--- src/rmst_pkg.sv ---
package rmst_pkg;

  // fixed field widths
  localparam int POS_W = 13;

  // defaults for the top level parameters
  localparam int DEF_LEAVES      = 4096;
  localparam int DEF_VALUE_WIDTH = 31;

  // leaf count after reset is capped at this
  localparam int LEAF_COUNT_CAP = 4096;

  // item kinds
  localparam logic MODE_UPDATE = 1'b0;
  localparam logic MODE_QUERY  = 1'b1;

  // controller to datapath commands
  typedef struct packed {
    logic clr_step;
    logic upd_start;
    logic upd_step;
    logic qry_start;
    logic qry_step;
    logic load_result;
  } rmst_cmd_t;

  // datapath to controller status
  typedef struct packed {
    logic pos_ok;
    logic clr_last;
    logic up_last;
    logic q_more;
  } rmst_stat_t;

endpackage

--- src/rmst_ctrl.sv ---
module rmst_ctrl import rmst_pkg::*; (
  input  logic       clk,
  input  logic       rst,
  input  logic       start,
  input  logic       mode,
  input  logic       cfg_we,
  input  rmst_stat_t stat,
  output rmst_cmd_t  cmd,
  output logic       busy,
  output logic       done
);

  typedef enum logic [1:0] {
    ST_CLEAR,
    ST_IDLE,
    ST_UPD,
    ST_QRY
  } state_t;

  state_t state;
  state_t state_next;

  // command decode and next state
  always_comb begin
    cmd        = '0;
    state_next = state;
    unique case (state)
      ST_CLEAR: begin
        cmd.clr_step = 1'b1;
        if (stat.clr_last) begin
          state_next = ST_IDLE;
        end
      end
      ST_IDLE: begin
        if (start) begin
          if (mode == MODE_QUERY) begin
            cmd.qry_start = 1'b1;
            state_next    = ST_QRY;
          end else if (stat.pos_ok) begin
            cmd.upd_start = 1'b1;
            state_next    = ST_UPD;
          end
        end
      end
      ST_UPD: begin
        cmd.upd_step = 1'b1;
        if (stat.up_last) begin
          state_next = ST_IDLE;
        end
      end
      ST_QRY: begin
        cmd.qry_step = 1'b1;
        if (!stat.q_more) begin
          cmd.load_result = 1'b1;
          state_next      = ST_IDLE;
        end
      end
      default: begin
        state_next = ST_CLEAR;
      end
    endcase
    // a new leaf count wipes the tree
    if (cfg_we) begin
      state_next = ST_CLEAR;
    end
  end

  // state and registered outputs
  always_ff @(posedge clk) begin
    if (rst) begin
      state <= ST_CLEAR;
      busy  <= 1'b1;
      done  <= 1'b0;
    end else begin
      state <= state_next;
      busy  <= (state_next != ST_IDLE);
      done  <= cmd.load_result & ~cfg_we;
    end
  end

  // a result beat only closes a query walk and leaves the block free
  assert property (@(posedge clk) disable iff (rst)
    done |-> ($past(state == ST_QRY) && !busy))
    else $error("result beat without a finished query");

  // a leaf count write always starts the clearing sweep
  assert property (@(posedge clk) disable iff (rst)
    cfg_we |=> (state == ST_CLEAR))
    else $error("config write did not start clearing");

  // at most one datapath operation per cycle
  assert property (@(posedge clk) disable iff (rst)
    $onehot0({cmd.clr_step, cmd.upd_start, cmd.upd_step, cmd.qry_start, cmd.qry_step}))
    else $error("conflicting datapath commands");

endmodule

--- config.mk ---
export PLATFORM = sky130hd
export DESIGN_NAME = rmst_ctrl
export DESIGN_NICKNAME = d
export VERILOG_FILES = /design/src/rmst_pkg.sv /design/src/rmst_ctrl.sv
export SDC_FILE = /design/constraint.sdc
export NUM_CORES = 1
export LEC_CHECK = 0
export BUFFER_PORTS_ARGS = -buffer_cell sky130_fd_sc_hd__buf_2
export CORE_AREA = 3 3 40 42
export CTS_BUF_LIST = sky130_fd_sc_hd__clkbuf_8
export DETAILED_ROUTE_END_ITERATION = 8
export DIE_AREA = 0 0 43 45
export PLACE_DENSITY = 0.36
export SYNTH_ARGS = -nofsm -noshare
export SYNTH_HDL_FRONTEND = slang
export SYNTH_SLANG_ARGS = --single-unit
export TNS_END_PERCENT = 10
--- constraint.sdc ---
create_clock -name clk -period 2.1 [get_ports clk]
set_input_delay 0.21 -clock clk [delete_from_list [all_inputs] [get_ports clk]]
set_output_delay 0.21 -clock clk [all_outputs]
set_load 0.01 [all_outputs]
==> impl_metrics.ini, run 1 <==
[outcome]
status = finished clean

[setup_path]
worstReg2RegStart = state[1]
crit_path_end_kind = flip-flop
r2r_end = busy
critPathKind = flip-flop to flip-flop
crit_arrival_ns = 1.49
worst-path-max-fanout = 7
reg2reg_depth = 3
crit_required_ns = 2.19
regToRegSetupSlack_ns = 0.70
worstSetupStartpointType = flip-flop

[pwr]
power_frac_seq = 0.307
power_density_nw_per_um2 = 787
power_leakage_nw = 0.176
clkPwrFrac = 0.607
swShare = 0.192
peakVddDrop_uv = 383
combPwrFrac = 0.086
internal_power_mw = 0.213
p_sw_mw = 0.0508

[timing]
rsz0062_at_grt = false
report.final.slew_viol_count = 0
fmax_mhz = 713
tns_ns = 0
worst_pin_slew_ns = 0.311
relSlewSlack = 0.791
fin_worst_skew_ns = 0.00202
final_period_minus_worst_setup_slack_ns = 1.40
setup_viol = 0
final-hold-violation-count = 0
min_period_over_period = 0.668

[clock_tree]
cts_hold_buf = 0
cts_tree = built
clkLatencyLatePin_ns = 0.22
clock_sinks = 4
post_cts_buffers = 0
cts_buffers = 3
cts.repair.resized = 0
htreeDepth = 1
clockRootBuffer = clkbuf_8
path_clk_slew_ns = 0.03
clockBufferDepth = 2

[yosys]
yosysWarnings = 0
ys_ff_latch = 4
synth_nets = 31
seq_area_frac_synth = 0.410
post-synth-top-area-cell = dfxtp_1
synthCells = 22
synth_cell_type_count = 15
synth.avg_cell_area_um2 = 8.87
synth_top_area_frac = 0.410
synth.area.top_cells = dfxtp_1 (41%), and3b_1 (9.0%), nand2b_1 (6.4%), nor4_1 (6.4%), or4b_1 (5.1%)
synth_area_um2 = 195

[drt]
drt_first_pass_iters = 1
wire_per_inst_um = 10.2
vias = 236
drc = 0
drt_iter0_drc = 0
wl_um = 569
vias_per_cell = 4.21
drtAntennaViolNets = 0

[cells_and_area]
syn_to_final_growth_pct = 71.8
stdcell_count = 56
layout_commonest_cell = buf_2
fillers = 143
layout.nets = 52
antenna_cells = 0
final_cell_mix = buf_2 (16), dfxtp_1 (4), clkbuf_8 (3)
fin_util = 0.261
drive_gt1_frac = 0.488

[placed_design]
hpwl_um = 458
placed_cells = 53
port_buffers = 16
gp_congestion = 0.780

[job]
maxCapViolations = 0

[grt]
grt_pass1_wl_mm = 1.04
grt_overflow = 0
grt_usage = 0.0750
grt_pass1_vias = 250
grt_antenna_before_repair = 0
grt_max_degree = 8

[floorplan]
dieHeight_um = 45
core_area_um2 = 1280
die_w_um = 43
io_pins = 17
die-area_um2 = 1940
rows = 13
initial_core_util = 0.152

[min_path]
holdPathStages = 2
worstHoldStart = stat[0]
whs_endpoint = done
hold_class = primary input to flip-flop
-- cell families (layout without fill, tap and decap cells) --
group,after synthesis,after routing,share of synthesized area
simple gates,15,15,0.487
flops,4,4,0.410
compound gates,2,2,0.0834
buf+inv,1,20,0.0192
-- cell type report --
| cell class | instances | area, um^2 | share of cell area |
|---|---|---|---|
| Sequential cell | 4 | 80.1 | 0.239 |
| Multi-Input combinational cell | 17 | 111 | 0.332 |
| Clock buffer | 3 | 41.3 | 0.123 |
| Inverter | 1 | 3.75 | 0.0112 |
| Timing Repair Buffer | 16 | 80.1 | 0.239 |
| Tap cell | 15 | 18.8 | 0.0560 |
-- power by group through the flow --
stage          Combinational, mW  Clock [mW]  Sequential [mW]
2_1_floorplan            0.00891           0           0.0819
3_3_place_gp              0.0229           0           0.0819
3_5_place_dp              0.0229           0           0.0820
4_1_cts                   0.0231       0.165           0.0810
5_1_grt                   0.0262       0.172           0.0813
6_report                  0.0227       0.160           0.0809
-- synth_stat cells --
master,n
dfxtp_1,4
and3b_1,2
nand2b_1,2
nor2_1,2
nor4_1,2
a211oi_1,1
a32oi_1,1
and2_1,1
and2b_1,1
inv_1,1
nand2_1,1
nor2b_1,1
nor3_1,1
or2_2,1
or4b_1,1
-- how the worst max path moves through the flow --
stage | slack, ns | to | start
final | 0.70 | busy | state[1]
after detailed placement | 0.71 | busy | state[1]
after CTS | 0.69 | busy | state[1]
after global routing | 0.58 | busy | state[1]
after global placement | 0.74 | busy | state[1]
after floorplan | 0.80 | busy | state[1]
-- metal layers --
metal / routed length [um] / track usage
met1: 258 / 0.0797
met2: 236 / 0.111
met4: 0 / 0
met3: 74 / 0.0797
met5: 0 / 0
-- sequential cells by signal (all words and copies together), names as in the netlist --
register and flops:
done 1, busy 1, state 2
-- worst max-delay path: stages (launching register included) --
cell     delay [ns]
dfxtp_1        0.42
and3b_1        0.23
a32oi_1        0.19
or4b_1         0.44
-- per-stage QoR --
| stage | worst slack, ns | hold WS (ns) | area (um^2) | power (mW) |
|---|---|---|---|---|
| floorplan | 0.805 | 0.286 | 195 | 0.0909 |
| global placement | 0.744 | 0.408 | 294 | 0.105 |
| detailed placement | 0.708 | 0.419 | 294 | 0.105 |
| CTS | 0.695 | 0.195 | 335 | 0.269 |
| global route | 0.580 | 0.200 | 335 | 0.279 |
| finish | 0.698 | 0.200 | 335 | 0.264 |
(Power assumes the default switching activity.)
==> run 2: changes to the inputs <==
--- a/config.mk
+++ b/config.mk
@@ -5,12 +5,13 @@
 export SDC_FILE = /design/constraint.sdc
 export NUM_CORES = 1
 export LEC_CHECK = 0
+export ABC_AREA = 1
 export BUFFER_PORTS_ARGS = -buffer_cell sky130_fd_sc_hd__buf_2
 export CORE_AREA = 3 3 40 42
 export CTS_BUF_LIST = sky130_fd_sc_hd__clkbuf_8
 export DETAILED_ROUTE_END_ITERATION = 8
 export DIE_AREA = 0 0 43 45
-export PLACE_DENSITY = 0.36
+export PLACE_DENSITY = 0.39
 export SYNTH_ARGS = -nofsm -noshare
 export SYNTH_HDL_FRONTEND = slang
 export SYNTH_SLANG_ARGS = --single-unit
==> constraint.sdc (replaced) <==
create_clock -name clk -period 1.21 [get_ports clk]
set_input_delay 0.121 -clock clk [delete_from_list [all_inputs] [get_ports clk]]
set_output_delay 0.121 -clock clk [all_outputs]
set_load 0.01 [all_outputs]
==> impl_metrics.ini, run 2 <==
[outcome]
status = finished clean

[floorplan]
initial_core_util = 0.170
die-area_um2 = 1940
dieHeight_um = 45
die_w_um = 43
rows = 13
core_area_um2 = 1280
io_pins = 17

[timing]
relSlewSlack = 0.868
rsz0062_at_grt = false
final_period_minus_worst_setup_slack_ns = 1.13
tns_ns = 0
report.final.slew_viol_count = 0
worst_pin_slew_ns = 0.196
setup_viol = 0
min_period_over_period = 0.936
fin_worst_skew_ns = 0.00234
final-hold-violation-count = 0
fmax_mhz = 883

[setup_path]
worstReg2RegStart = state[1]
critPathLaunch = state[1]
critPathCapture = cmd[4]
cp_top_family = flip-flops
regToRegSetupSlack_ns = 0.29
crit_arrival_ns = 1.01
reg2reg_depth = 5
crit_path_end_kind = output pin
r2r_end = state[0]
critPathKind = flip-flop to output pin
crit_path_cell_trace = inv_2 > nand3_2 > nor3_2 > buf_2
worstSetupStartpointType = flip-flop
slowest_stage = dfxtp_2
worst-path-stages = 4
crit_buf_inv = 2
critical_path.max_stage_delay_ns = 0.32
worst-path-max-fanout = 4
crit_required_ns = 1.09

[cells_and_area]
top_regs = state (2), busy (1), done (1)
largest_reg_flops = 2
fin_util = 0.291
antenna_cells = 0
layout.nets = 64
seq_area_um2 = 82.6
final_cell_mix = buf_2 (16), nand2_1 (7), nor2_1 (5)
regMostFlops = state
design_area_um2 = 374
syn_to_final_growth_pct = 70.9
drive_gt1_frac = 0.604
stdcell_count = 68
multi_input_area_um2 = 118
fillers = 148
layout_commonest_cell = buf_2

[drt]
wl_met1_um = 270
drt_iter0_drc = 8
vias = 257
vias_per_cell = 3.78
highest_layer = met3
drc = 0
wire_per_inst_um = 8.37
dr_wl_met3_um = 92
wl_um = 569
drtAntennaViolNets = 0
drt_first_pass_iters = 3
route.met2.wl_um = 207

[clock_tree]
path_clk_slew_ns = 0.03
cts_tree = built
cts_buffers = 3
clkLatencyLatePin_ns = 0.22
htreeDepth = 1
clockRootBuffer = clkbuf_8
clockBufferDepth = 2
clock_sinks = 4

[yosys]
synth_cell_type_count = 12
synth_compound_area_frac = 0
synthCells = 33
synth.area.top_cells = dfxtp_1 (37%), nand2_1 (12%), nor2_1 (8.6%), nor2_2 (8.6%), inv_1 (6.9%)
async_reset_ff_frac = 0
synth_edf_count = 0
synthTopCellsByCount = nand2_1 (7), nor2_1 (5), dfxtp_1 (4), inv_1 (4), nor2_2 (3)
synth_nets = 42
post-synth-top-area-cell = dfxtp_1
yosys.cell_count.top_type = nand2_1
synthAdderAreaFrac = 0
yosysWarnings = 0
synthFlopType = dfxtp_1
synth_top_area_frac = 0.366
synth_area_um2 = 219
synth.avg_cell_area_um2 = 6.64
synth-xor-area-share = 0
ys_ff_latch = 4
muxShareOfSynthArea = 0
synthSimpleGateAreaFrac = 0.514
seq_area_frac_synth = 0.366
synth_top_family_by_area = simple AND/OR/NAND/NOR gates

[pwr]
power_leakage_nw = 0.209
power_density_nw_per_um2 = 1240
peakVddDrop_uv = 925
p_total_mw = 0.464

[placed_design]
port_buffers = 16
hpwl_um = 460
postPlaceCellArea_um2 = 318
gp_congestion = 0.617
placed_cells = 64

[grt]
grt_overflow = 0
grt_pass1_wl_um = 903
grt_max_degree = 6
grt_usage = 0.0666
grt_pass1_vias = 226
grt_antenna_before_repair = 0

[job]
maxCapViolations = 0

[min_path]
hold_class = primary input to flip-flop
==> run 2: changes by cell type after synthesis, sizes merged, moves of 2 or more <==
cell,delta
nand2b,-2
nor2,+6
and3b,-2
inv,+5
nand3,+3
nand2,+8
==> run 2: cell families after synthesis <==
| logic type | Yosys count |
|---|---|
| flip-flops | 4 |
| AND/OR/NAND/NOR | 22 |
| buffers and inverters | 7 |
==> run 2: routing by layer <==
layer  up-vias  track usage
li1        139            -
met1       103       0.0817
met5         -            0
met3         0       0.0637
met4         0       0.0181
met2        15       0.0808
==> run 2: worst min path at each step <==
stage / from / to / slack, ns / cells past startpoint
floorplan: rst / state[1] / 0.19 / 1
global placement: rst / state[1] / 0.32 / 2
detailed placement: cfg_we / done / 0.32 / 2
CTS: cfg_we / done / 0.1 / 2
global route: rst / state[1] / 0.10 / 2
finish: cfg_we / done / 0.1 / 2
==> run 2: final cells by class <==
class	instances	area share
Timing Repair Buffer	17	0.234
Tap cell	15	0.0502
Clock buffer	3	0.110
Inverter	7	0.0702
Multi-Input combinational cell	22	0.314
Sequential cell	4	0.221
==> run 2: stage by stage <==
| step | setup WS (ns) | hold WS (ns) |
|---|---|---|
| global placement | 0.249 | 0.323 |
| finish | 0.0780 | 0.0971 |
| detailed placement | 0.221 | 0.323 |
| global route | 0.0192 | 0.104 |
| CTS | 0.0274 | 0.0965 |
| floorplan | 0.307 | 0.188 |
==> run 2: where the power goes <==
group | switching [mW] | total, mW | leakage [nW] | internal, mW
clock network | 0.0666 | 0.278 | 0.0216 | 0.212
logic | 0.0243 | 0.0448 | 0.154 | 0.0205
registers | 0.00339 | 0.141 | 0.0335 | 0.137
==> run 2: timing repair <==
action,CTS,global route
pin swaps,0,1
gates cloned,0,0
gates resized for setup,1,2
endpoints found under the setup margin,1,1
setup buffers,0,1
hold buffers,0,0
==> run 3: changes to the inputs <==
--- a/config.mk
+++ b/config.mk
@@ -7,11 +7,12 @@
 export LEC_CHECK = 0
 export ABC_AREA = 1
 export BUFFER_PORTS_ARGS = -buffer_cell sky130_fd_sc_hd__buf_2
-export CORE_AREA = 3 3 40 42
+export CORE_AREA = 4 4 41 43
 export CTS_BUF_LIST = sky130_fd_sc_hd__clkbuf_8
 export DETAILED_ROUTE_END_ITERATION = 8
-export DIE_AREA = 0 0 43 45
+export DIE_AREA = 0 0 45 47
 export PLACE_DENSITY = 0.39
+export SETUP_SLACK_MARGIN = 0.3
 export SYNTH_ARGS = -nofsm -noshare
 export SYNTH_HDL_FRONTEND = slang
 export SYNTH_SLANG_ARGS = --single-unit
==> impl_metrics.ini, run 3 (synthesis results as in run 2) <==
[timing]
report.final.slew_viol_count = 0
tns_ns = 0
worst_pin_slew_ns = 0.217
rsz0062_at_grt = true
setup_viol = 0
final_period_minus_worst_setup_slack_ns = 1.08
relSlewSlack = 0.854
fmax_mhz = 922
min_period_over_period = 0.896
fin_worst_skew_ns = 0.00408
final-hold-violation-count = 0

[cells_and_area]
seq_area_um2 = 82.6
drive_gt1_frac = 0.611
multi_input_area_um2 = 118
antenna_cells = 0
design_area_um2 = 382
syn_to_final_growth_pct = 74.3
final_cell_mix = buf_2 (16), nand2_1 (7), nor2_1 (5)
largest_reg_flops = 2
layout_commonest_cell = buf_2
top_regs = state (2), busy (1), done (1)
layout.nets = 65
fillers = 159
regMostFlops = state

[drt]
drc = 0
drtAntennaViolNets = 0
drt_iter0_drc = 0
wire_per_inst_um = 8.90
vias = 260
vias_per_cell = 3.77
wl_um = 614
drt_first_pass_iters = 1

[placed_design]
gp_congestion = 0.712
hpwl_um = 483
port_buffers = 16
postPlaceCellArea_um2 = 318

[pwr]
p_total_mw = 0.463
peakVddDrop_uv = 856
power_leakage_nw = 0.216
power_density_nw_per_um2 = 1210

[floorplan]
io_pins = 17
die-area_um2 = 2120
die_w_um = 45
core_area_um2 = 1300
rows = 13
dieHeight_um = 47
initial_core_util = 0.168

[min_path]
holdPathStages = 2
hold_class = primary input to flip-flop

[clock_tree]
clock_sinks = 4
cts_tree = built
htreeDepth = 1
path_clk_slew_ns = 0.03
cts_buffers = 3
clkLatencyLatePin_ns = 0.22
clockRootBuffer = clkbuf_8
clockBufferDepth = 2

[setup_path]
crit_arrival_ns = 0.96
crit_required_ns = 1.09
worstSetupStartpointType = flip-flop
critPathKind = flip-flop to output pin
crit_path_end_kind = output pin
worst-path-max-fanout = 4
reg2reg_depth = 7
regToRegSetupSlack_ns = 0.22

[grt]
grt_pass1_vias = 262
grt_usage = 0.0672
grt_antenna_before_repair = 0
grt_pass1_wl_um = 952
grt_overflow = 0
grt_max_degree = 6

[outcome]
status = finished clean

[job]
maxCapViolations = 0
run 3: repair_timing:
item	in CTS	in global routing
hold buffers	0	0
gates resized for setup	3	0
buffers inserted	2	0
endpoints found under the hold margin	0	0
endpoints found under the setup margin	7	9
pin swaps	1	1
run 3: layer usage:
layer	up-vias	global-route usage	wire length, um
met5	-	0	0
met4	0	0	0
met3	0	0.0690	91
met2	13	0.102	277
met1	106	0.0706	245
li1	141	-	-
run 3: stage by stage:
step           utilization  hold slack [ns]  worst slack, ns  instances
6_report             0.293           0.0930            0.126         69
5_1_grt              0.293            0.106           0.0649         69
4_1_cts              0.293           0.0925           0.0676         69
3_5_place_dp         0.244            0.327            0.237         64
3_3_place_gp         0.244            0.326            0.256         64
2_1_floorplan            -            0.188            0.307         33
run 3: area by class of cell:
| type | instances | share of cell area |
|---|---|---|
| Multi-Input combinational cell | 22 | 0.308 |
| Sequential cell | 4 | 0.216 |
| Tap cell | 15 | 0.0492 |
| Clock buffer | 3 | 0.108 |
| Timing Repair Buffer | 18 | 0.249 |
| Inverter | 7 | 0.0689 |
run 3: power breakdown:
| part | total (mW) | switching (mW) | internal [mW] |
|---|---|---|---|
| registers | 0.141 | 0.00342 | 0.137 |
| logic | 0.0460 | 0.0250 | 0.0210 |
| clock network | 0.276 | 0.0643 | 0.212 |
| total | 0.463 | 0.0927 | 0.370 |
run 3: worst paths after layout:
path	endpoint	from
setup / recovery	cmd[4]	state[1]
hold / removal	state[1]	rst
setup reg to reg	busy	state[1]
hold reg to reg	done	state[1]
run 3: critical path, cell delays in order (launching register included):
cell and delay [ns]:
dfxtp_2 0.32, inv_2 0.07, nand3_2 0.07, nor3_2 0.13
buf_2 0.16
